==> src/rtl/core/brmd_pkg.sv <==
package brmd_pkg;

    localparam int TARGET_WIDTH = 32;
    localparam int NUM_WIDTH    = 21;

    typedef struct packed {
        logic load;
        logic gen;
        logic mul;
        logic cmp;
        logic publish;
    } t_cmd;

    typedef struct packed {
        logic zero_max;
        logic last;
    } t_status;

endpackage

==> src/rtl/core/brmd_ctrl.sv <==
module brmd_ctrl (
    input  logic              i_clk,
    input  logic              i_rst_n,
    input  logic              i_valid,
    output logic              o_stall,
    output logic              o_valid,
    input  logic              i_stall,
    output brmd_pkg::t_cmd    o_cmd,
    input  brmd_pkg::t_status i_sts
);
    import brmd_pkg::*;

    typedef enum logic [2:0] {
        S_IDLE,
        S_GEN,
        S_MUL,
        S_CMP,
        S_DONE
    } t_state;

    t_state r_state;
    logic   r_out_valid;

    always_comb begin
        o_cmd         = '0;
        o_cmd.load    = (r_state == S_IDLE) && i_valid;
        o_cmd.gen     = (r_state == S_GEN) || ((r_state == S_CMP) && !i_sts.last);
        o_cmd.mul     = (r_state == S_MUL);
        o_cmd.cmp     = (r_state == S_CMP);
        o_cmd.publish = (r_state == S_DONE) && (!r_out_valid || !i_stall);
    end

    always_ff @(posedge i_clk) begin
        if (!i_rst_n) begin
            r_state     <= S_IDLE;
            r_out_valid <= 1'b0;
        end else begin
            if (o_cmd.publish) begin
                r_out_valid <= 1'b1;
            end else if (r_out_valid && !i_stall) begin
                r_out_valid <= 1'b0;
            end
            case (r_state)
                S_IDLE: begin
                    if (i_valid) begin
                        r_state <= i_sts.zero_max ? S_DONE : S_GEN;
                    end
                end
                S_GEN: begin
                    r_state <= S_MUL;
                end
                S_MUL: begin
                    r_state <= S_CMP;
                end
                S_CMP: begin
                    r_state <= i_sts.last ? S_DONE : S_MUL;
                end
                S_DONE: begin
                    if (o_cmd.publish) begin
                        r_state <= S_IDLE;
                    end
                end
                default: begin
                    r_state <= S_IDLE;
                end
            endcase
        end
    end

    assign o_stall = (r_state != S_IDLE);
    assign o_valid = r_out_valid;

endmodule

==> src/rtl/core/brmd_dp.sv <==
module brmd_dp #(
    parameter int FRACTION_BITS = 24,
    parameter int DENOM_BITS    = 12
) (
    input  logic                                       i_clk,
    input  logic                                       i_rst_n,
    input  logic                                       i_cfg_we,
    input  logic [DENOM_BITS-1:0]                      i_cfg_wdata,
    input  logic signed [brmd_pkg::TARGET_WIDTH-1:0]   i_target_value,
    input  brmd_pkg::t_cmd                             i_cmd,
    output brmd_pkg::t_status                          o_sts,
    output logic signed [brmd_pkg::NUM_WIDTH-1:0]      o_best_numerator,
    output logic [DENOM_BITS-1:0]                      o_best_denominator
);
    import brmd_pkg::*;

    localparam int XW  = TARGET_WIDTH + DENOM_BITS + 1;
    localparam int NW  = XW - FRACTION_BITS;
    localparam int EW  = FRACTION_BITS + 1;
    localparam int BEW = TARGET_WIDTH;
    localparam int PW  = TARGET_WIDTH + DENOM_BITS;
    localparam int LW  = EW + DENOM_BITS;
    localparam int SW  = (NW > NUM_WIDTH) ? NW : NUM_WIDTH;

    localparam logic [XW-1:0] HALF_X = XW'(1) << (FRACTION_BITS - 1);
    localparam logic [EW-1:0] HALF_E = EW'(1) << (FRACTION_BITS - 1);
    localparam logic [EW-1:0] ONE_E  = EW'(1) << FRACTION_BITS;
    localparam logic signed [SW-1:0] SAT_HI = SW'((1 <<< (NUM_WIDTH - 1)) - 1);
    localparam logic signed [SW-1:0] SAT_LO = SW'(-(1 <<< (NUM_WIDTH - 1)));

    logic [DENOM_BITS-1:0]          r_max;
    logic signed [TARGET_WIDTH-1:0] r_t;
    logic signed [XW-1:0]           r_x;
    logic [DENOM_BITS-1:0]          r_cd;
    logic [EW-1:0]                  r_e;
    logic signed [NW-1:0]           r_n;
    logic [DENOM_BITS-1:0]          r_ed;
    logic [PW-1:0]                  r_lhs;
    logic [PW-1:0]                  r_rhs;
    logic signed [NW-1:0]           r_best_n;
    logic [DENOM_BITS-1:0]          r_best_d;
    logic [BEW-1:0]                 r_best_e;
    logic signed [NUM_WIDTH-1:0]    r_out_num;
    logic [DENOM_BITS-1:0]          r_out_den;

    logic [TARGET_WIDTH-1:0]   w_abs_t;
    logic [FRACTION_BITS-1:0]  w_low;
    logic [EW-1:0]             w_low_e;
    logic                      w_neg;
    logic                      w_low_nz;
    logic signed [NW-1:0]      w_n;
    logic [EW-1:0]             w_e;
    logic [LW-1:0]             w_lhs_p;
    logic [PW-1:0]             w_rhs_p;
    logic signed [SW-1:0]      w_bn_ext;
    logic signed [NUM_WIDTH-1:0] w_sat;

    assign w_abs_t  = i_target_value[TARGET_WIDTH-1] ?
                      (~i_target_value + TARGET_WIDTH'(1)) : i_target_value;

    // candidate numerator and error from d*t + half
    assign w_low    = r_x[FRACTION_BITS-1:0];
    assign w_low_e  = {1'b0, w_low};
    assign w_neg    = r_x[XW-1];
    assign w_low_nz = |w_low;
    assign w_n      = $signed(r_x[XW-1:FRACTION_BITS])
                    + $signed({{(NW-1){1'b0}}, w_neg & w_low_nz});

    always_comb begin
        if (!w_neg) begin
            w_e = (w_low_e >= HALF_E) ? (w_low_e - HALF_E) : (HALF_E - w_low_e);
        end else if (!w_low_nz) begin
            w_e = HALF_E;
        end else begin
            w_e = ONE_E - w_low_e + HALF_E;
        end
    end

    // cross products of candidate error and best error
    assign w_lhs_p = r_e * r_best_d;
    assign w_rhs_p = r_best_e * r_ed;

    assign w_bn_ext = SW'(r_best_n);
    always_comb begin
        if (w_bn_ext > SAT_HI) begin
            w_sat = SAT_HI[NUM_WIDTH-1:0];
        end else if (w_bn_ext < SAT_LO) begin
            w_sat = SAT_LO[NUM_WIDTH-1:0];
        end else begin
            w_sat = w_bn_ext[NUM_WIDTH-1:0];
        end
    end

    always_ff @(posedge i_clk) begin
        if (!i_rst_n) begin
            r_max <= DENOM_BITS'(255);
        end else if (i_cfg_we) begin
            r_max <= i_cfg_wdata;
        end
    end

    always_ff @(posedge i_clk) begin
        if (i_cmd.load) begin
            r_t      <= i_target_value;
            r_x      <= XW'(i_target_value) + $signed(HALF_X);
            r_cd     <= DENOM_BITS'(1);
            r_best_n <= '0;
            r_best_d <= DENOM_BITS'(1);
            r_best_e <= w_abs_t;
        end else begin
            if (i_cmd.gen) begin
                r_e  <= w_e;
                r_n  <= w_n;
                r_ed <= r_cd;
                r_x  <= r_x + XW'(r_t);
                r_cd <= r_cd + DENOM_BITS'(1);
            end
            if (i_cmd.cmp && (r_lhs < r_rhs)) begin
                r_best_n <= r_n;
                r_best_d <= r_ed;
                r_best_e <= BEW'(r_e);
            end
        end
        if (i_cmd.mul) begin
            r_lhs <= PW'(w_lhs_p);
            r_rhs <= w_rhs_p;
        end
        if (i_cmd.publish) begin
            r_out_num <= w_sat;
            r_out_den <= r_best_d;
        end
    end

    assign o_sts.zero_max     = (r_max == '0);
    assign o_sts.last         = (r_ed == r_max);
    assign o_best_numerator   = r_out_num;
    assign o_best_denominator = r_out_den;

endmodule

==> src/rtl/core/best_rational_max_denominator.sv <==
// Finds the fraction n/d closest to a signed fixed-point target (FRACTION_BITS
// fraction bits) over every denominator from 1 to max_denominator, starting
// from 0/1; ties keep the smaller denominator and the numerator output
// saturates to 21 bits; max_denominator resets to 255. The result register is
// loaded once the search ends, and the next item is accepted only after that
// load, so the block never works on two items at once: each denominator
// passes through the pair of cross-product multipliers and then the
// compare-and-update of the running best, with the next candidate's numerator
// and error formed alongside the compare. A max_denominator of zero skips the
// search and loads 0/1. The result register lets the next item be accepted
// while a result still waits to be taken; a finished item waits in the block
// until that register is free.
module best_rational_max_denominator #(
    parameter int FRACTION_BITS = 24,
    parameter int DENOM_BITS    = 12
) (
    input  logic                                     i_clk,
    input  logic                                     i_rst_n,
    input  logic                                     i_cfg_we,
    input  logic [DENOM_BITS-1:0]                    i_cfg_wdata,
    input  logic                                     i_valid,
    output logic                                     o_stall,
    input  logic signed [brmd_pkg::TARGET_WIDTH-1:0] i_target_value,
    output logic                                     o_valid,
    input  logic                                     i_stall,
    output logic signed [brmd_pkg::NUM_WIDTH-1:0]    o_best_numerator,
    output logic [DENOM_BITS-1:0]                    o_best_denominator
);
    import brmd_pkg::*;

    t_cmd    w_cmd;
    t_status w_sts;

    brmd_ctrl u_ctrl (
        .i_clk   (i_clk),
        .i_rst_n (i_rst_n),
        .i_valid (i_valid),
        .o_stall (o_stall),
        .o_valid (o_valid),
        .i_stall (i_stall),
        .o_cmd   (w_cmd),
        .i_sts   (w_sts)
    );

    brmd_dp #(
        .FRACTION_BITS (FRACTION_BITS),
        .DENOM_BITS    (DENOM_BITS)
    ) u_dp (
        .i_clk              (i_clk),
        .i_rst_n            (i_rst_n),
        .i_cfg_we           (i_cfg_we),
        .i_cfg_wdata        (i_cfg_wdata),
        .i_target_value     (i_target_value),
        .i_cmd              (w_cmd),
        .o_sts              (w_sts),
        .o_best_numerator   (o_best_numerator),
        .o_best_denominator (o_best_denominator)
    );

endmodule

==> config.mk <==
export PLATFORM = sky130hd
export DESIGN_NAME = best_rational_max_denominator
export DESIGN_NICKNAME = d
export VERILOG_FILES = /design/src/rtl/core/brmd_pkg.sv /design/src/rtl/core/brmd_ctrl.sv /design/src/rtl/core/brmd_dp.sv /design/src/rtl/core/best_rational_max_denominator.sv
export SDC_FILE = /design/constraint.sdc
export NUM_CORES = 2
export LEC_CHECK = 0
export BUFFER_PORTS_ARGS = -buffer_cell sky130_fd_sc_hd__buf_2
export CORE_MARGIN = 1
export CORE_UTILIZATION = 34
export DETAILED_ROUTE_END_ITERATION = 8
export SETUP_SLACK_MARGIN = 0.3
export SYNTH_ARGS = -nofsm -noshare
export SYNTH_HDL_FRONTEND = slang
export SYNTH_HIERARCHICAL = 1
export SYNTH_SLANG_ARGS = --single-unit
==> constraint.sdc <==
create_clock -name i_clk -period 9.4 [get_ports i_clk]
set_input_delay 1.88 -clock i_clk [delete_from_list [all_inputs] [get_ports i_clk]]
set_output_delay 1.88 -clock i_clk [all_outputs]
set_load 0.1 [all_outputs]
* Word level (Yosys, flattened, before mapping)
Cells that the tools add are included.
Word-level totals: bits in registers 342, memory bits (read-only) 0, bits in writable memories 0, logic and storage cells 76, input port bits 49, memories 0, latch bits 0
Operators by class: equal/unequal tests 7, add/subtract/negate cells 9, div/mod/pow operators 0, reduce and logical (&&, ||, !) cells 19, muxes and demuxes 16, shift operators 0, $lt $le $gt $ge 4, bitwise operators 3, multipliers 2
Operators by type and width (count):
- two-way mux 32 bit | 3
- two-way mux 45 bit | 2
- two-way mux 25 bit | 3
- adder 45 x 32 -> 45 bit | 1
- < comparator 37 x 44 -> 1 bit | 1
- multiplier 32 x 12 -> 44 bit | 1
- multiplier 25 x 12 -> 37 bit | 1
- adder 32 x 25 -> 33 bit (second input constant) | 1
- adder 32 x 2 -> 32 bit (second input constant) | 1
- inverter 32 bit | 1
- adder 25 x 24 -> 25 bit (second input constant) | 1
- subtractor 24 x 24 -> 25 bit (first input constant) | 1
- subtractor 24 x 24 -> 25 bit (second input constant) | 1
- subtractor 25 x 24 -> 25 bit (first input constant) | 1
- greater-or-equal comparator 24 bit (second input constant) | 1
- OR reduction 24 bit | 1
- adder 21 x 2 -> 21 bit | 1
- greater-than comparator 21 bit (second input constant) | 1
- < comparator 21 bit (second input constant) | 1
- two-way mux 21 bit | 1
- case mux 3 bit (5 select lines) | 1
- adder 12 x 1 -> 12 bit (second input constant) | 1
- == test 12 bit | 1
- logical NOT 12 bit | 1
- other kinds (16) | 31

* Logic depth before layout (Yosys ltp)
depth in word-level cells 6, mapped depth 23, gate-level depth less buffers 21

* Cells and area by module
The synthesis kept the hierarchy.
Modules (own cells, without submodules):
- brmd_dp | instances 1, cells an instance 4019, area each 38001.4 um^2
- brmd_ctrl | instances 1, cells an instance 26, area each 201.4 um^2

* Worst setup path before layout
Ideal clock, no wire load.
path type register -> register, from register u_ctrl.r_state[1], to register u_dp.r_lhs[0], enable pin, path slack 2729 ps, required time 8777 ps, clock period less this slack 6671 ps, data arrival time 6048 ps, cell stages (with the launch flop) 3, setup time 623 ps, cells stage by stage dfxtp_1 > inv_1 > nor3_1
RTL lines:
- from (decl) | RTL line brmd_ctrl.sv:21 | t_state r_state;
- from (signal assigned) | RTL line brmd_ctrl.sv:46 | r_state <= i_sts.zero_max ? S_DONE : S_GEN;
- from (signal assigned) | RTL line brmd_ctrl.sv:56 | r_state <= i_sts.last ? S_DONE : S_MUL;
- to (signal assigned) | RTL line brmd_dp.sv:125 | r_lhs <= PW'(w_lhs_p);
- to (decl) | RTL line brmd_dp.sv:38 | logic [PW-1:0] r_lhs;

* Worst setup path after layout
from register u_dp.r_ed[10], to register u_dp.r_rhs[41] (data pin)
Between the ends: longest elaborated chain between the ends 1
Ends and longest elaborated chain:
- from (decl) | RTL line brmd_dp.sv:37 | logic [DENOM_BITS-1:0] r_ed;
- from (signal assigned) | RTL line brmd_dp.sv:114 | r_ed <= r_cd;
- multiplier 32 x 12 -> 44 bit | RTL line brmd_dp.sv:81 | assign w_rhs_p = r_best_e * r_ed;
- via u_dp.w_rhs_p[41] | RTL line brmd_dp.sv:54 | logic [PW-1:0] w_rhs_p;
- to (signal assigned) | RTL line brmd_dp.sv:126 | r_rhs <= w_rhs_p;
- to (decl) | RTL line brmd_dp.sv:39 | logic [PW-1:0] r_rhs;
The timed path passes the listed nets, and every way through them passes these cells. A chain may end at the register's enable or synchronous reset.

==> results.py <==
metrics = {
    "timing": {
        "hold_violations": 0,
        "setup_violations": 0,
        "worst_slew_pin_slew_ns": 1.21,
        "fin_ws_ns": 2.21,
        "fin_crit_sh_pct": 76.4,
        "drv_slew": 0,
        "period_minus_slack_ns": 7.19,
        "fmax_ghz": 0.139,
        "skew_ns": 0.0620,
        "max_slew_margin_pct": 19.5,
        "rsz0062_at_grt": "false",
        "fin_tns_setup_ns": 0,
    },
    "power_and_ir_drop": {
        "max-vdd-ir-drop_mv": 0.451,
        "p_leak_nw": 18.9,
        "p_per_area_mw_per_mm2": 360,
    },
    "worst_setup_path": {
        "worstPathRequired_ns": 9.72,
        "critPathKind": "flop to flop",
        "crit_family": "adder cells",
        "critPathSlowestCell": "edfxtp_1",
        "rr_worst_depth": 18,
        "cp_cell_sequence": "and2_1 > fa_1 > fa_1 > fa_1 > fa_1 > inv_1 > fa_1 > inv_1 > ha_1 > a211oi_1 > o21ai_0 > a31o_2 > a21oi_1 > a21boi_0 > a21oi_1 > a21oi_1 > o221ai_1 > xor2_1",
        "path_depth": 18,
        "r2r-end": "u_dp/r_rhs[41]",
        "critPathBufInv": 2,
        "reg2reg_slack_ns": 2.21,
        "worstReg2RegStart": "u_dp/r_ed[10]",
        "max_stage_delay_ns": 1.13,
        "cpMostUsedCell": "fa_1",
        "crit_path_max_fanout": 34,
        "worstSetupStartpointType": "flop",
        "arrival_ns": 7.51,
        "cp-end-kind": "flop",
    },
    "final_layout": {
        "syn2layout_area_growth_pct": 8.29,
        "finalInstanceArea_sq_mm": 0.0414,
        "drive_above_1_share_pct": 5.33,
        "multi_input_area_sq_mm": 0.0252,
        "fillers": 11139,
        "final_cells": 5511,
        "nNetsFinal": 4809,
        "seq_area_sq_mm": 0.00966,
    },
    "clocking": {
        "post_cts_buffers": 0,
        "cts_tree": "built",
        "cts_hold_buf": 0,
        "clock_path_buffers": 3,
        "cts_resized": 0,
        "worst_skew_pair.late_latency_ns": 0.61,
        "cts_root_buf": "clkbuf_16",
        "numCtsBuffers": 41,
        "cts.clk_slew.worst_paths_ns": 0.07,
        "cts_num_sinks": 342,
        "cts-htree-levels": 2,
    },
    "logic_synthesis": {
        "syn_avg_cell_area_sq_um": 9.44,
        "synth_mux_area_share_pct": 1.32,
        "synth_compound_area_share_pct": 8.62,
        "postSynthCellCount": 4045,
        "netlist_area_sq_mm": 0.0382,
        "synth_warnings": 6,
        "synthSimpleGateAreaFrac_pct": 15.6,
        "ys_seq_area_share_pct": 25.3,
        "post_synth_xor_area_fraction_pct": 4.40,
        "synth_top_family_by_area": "adder cells",
        "synth-adder-area-share_pct": 35.8,
        "syn-num-nets": 4869,
        "async_flop_share_pct": 0,
        "synth_cell_types": 76,
        "ys_ff_latch": 342,
        "synth-edff-count": 281,
        "synth_ff_type": "edfxtp_1",
    },
    "min_path": {
        "hold_end": "u_dp/o_best_numerator[19]",
        "worstHoldPathCells": 0,
        "hp-class": "flop to flop",
        "min_from": "u_dp/r_best_n[19]",
    },
    "route": {
        "antenna_left": 0,
        "wl_per_cell_um": 17.7,
        "firstDrtPassIters": 5,
        "drc": 0,
        "routed_wl_um": 97700,
        "vias": 27230,
        "viasPerCell": 4.94,
        "drt_first_iter_violations": 1672,
    },
    "die": {
        "start_util_pct": 34.4,
        "die_width_um": 337,
        "fp.coreArea_sq_mm": 0.111,
        "row_count": 122,
        "num_io_pins": 84,
        "fp.dieH_um": 337,
        "die_area_sq_mm": 0.114,
    },
    "placement": {
        "post_dp_cell_area_sq_mm": 0.0399,
        "dp.cells": 5430,
        "dp_slack_ns": 2.31,
        "gp_congestion": 0.876,
        "place_hpwl_um": 75100,
        "portBuffers": 83,
    },
    "global_routing": {
        "track_usage_pct": 17.5,
        "grt-ovfl-total": 0,
        "antenna_found_initial": 7,
        "grt_pass1_vias": 28264,
        "grt_pass1_wl_um": 156000,
        "grt_max_degree": 235,
    },
    "job": {
        "maxCapViolCount": 0,
    },
    "run_status": {
        "outcome": "finished clean",
    },
}
## placed cells by master, fill, tap and decap left out, drive strengths merged, types with 50 or more instances in the layout
master    n
and2    210
a21o     70
buf     116
xor2     67
a21oi   174
clkbuf   50
dfxtp    61
nand2b   81
fa      531
ha      244
inv     689
nor2    130
o21ai   124
xnor2   125
nand2   629
edfxtp  281
## cell type report
class | instances | area share, %
Multi-Input combinational cell | 2801 | 60.8
Sequential cell | 342 | 23.3
Inverter | 683 | 6.20
Tap cell | 1488 | 4.50
Clock buffer | 50 | 2.79
Timing Repair Buffer | 116 | 1.63
Clock inverter | 25 | 0.656
Antenna cell | 6 | 0.0363
## flip-flops by register name (all words and copies together), names as in the netlist
| register | cells |
|---|---|
| u_dp/r_x | 45 |
| u_dp/r_e | 25 |
| u_dp/r_cd | 12 |
| u_dp/r_best_n | 21 |
| u_dp/o_best_denominator | 12 |
| u_dp/r_max | 12 |
| u_dp/r_lhs | 37 |
| u_dp/r_ed | 12 |
| u_dp/r_rhs | 44 |
| u_dp/r_t | 32 |
| u_dp/r_best_d | 12 |
| u_dp/r_n | 21 |
| u_dp/o_best_numerator | 21 |
| u_dp/r_best_e | 32 |
| u_ctrl/r_state | 3 |
| u_ctrl/o_valid | 1 |
## metal layers
metal / global-route usage [%] / share of wire, %
met2: 30.0 / 48
met1: 21.5 / 42
met4: 7.42 / 4.5
met5: 0 / 0.023
met3: 2.91 / 5.3
## stage by stage
stage	hold slack (ns)	util, %	total power [mW]
2_1_floorplan	0.406	-	10.2
3_3_place_gp	0.418	36.0	13.1
3_5_place_dp	0.415	36.0	13.3
4_1_cts	0.437	37.3	15.0
5_1_grt	0.443	37.3	16.2
6_report	0.433	37.3	14.9
## Yosys cell counts (all sizes together), types with 5 or more instances
cell	n	area, sq um
a211oi	11	82.6
nor3	23	115
clkbuf	209	785
xor2	67	587
nand2	629	2360
and2	210	1310
or4	12	93.8
nand3	39	195
or3	20	131
a221oi	5	43.8
o211ai	11	82.6
nand2b	81	507
edfxtp	281	8440
o21ai	124	624
and3	21	131
a31oi	14	87.6
dfxtp	61	1220
o31ai	17	128
or2	8	50.1
a41oi	5	43.8
a211o	5	43.8
o21a	19	143
nor2	130	509
o41ai	8	77.6
nand4	35	219
mux2i	48	480
ha	244	3050
nor4	14	93.8
a21oi	174	871
o2111ai	6	52.6
fa	531	10600
o21bai	26	195
nor2b	18	113
inv	683	2560
a21boi	6	45.0
o31a	7	61.3
xnor2	125	1090
a21o	70	526
buf	10	68.8
## where the power goes
part           switching (mW)  total, mW  leakage [nW]  internal (mW)
Clock                   0.701       1.67         0.698          0.973
Sequential              0.346       2.77          3.13           2.42
Combinational            6.46       10.4          15.1           3.97
Total                    7.51       14.9          18.9           7.37
## how the worst max path moves through the flow
stage / start / endpoint / slack [ns]
2_1_floorplan: u_ctrl/r_state[1] / u_dp/r_lhs[0] / 2.73
3_3_place_gp: u_dp/r_ed[11] / u_dp/r_rhs[43] / 2.43
3_5_place_dp: u_dp/r_ed[11] / u_dp/r_rhs[43] / 2.31
4_1_cts: u_dp/r_ed[11] / u_dp/r_rhs[43] / 2.30
5_1_grt: u_dp/r_ed[11] / u_dp/r_rhs[43] / 1.80
6_report: u_dp/r_ed[10] / u_dp/r_rhs[41] / 2.21
## kinds of logic after synthesis
logic type      count (synthesis)
flops                         342
compound gates                529
buf+inv                       902
fa+ha+maj                     775
mux                            50
xor+xnor                      192
simple gates                 1255
Power figures use the tool's default switching activity.
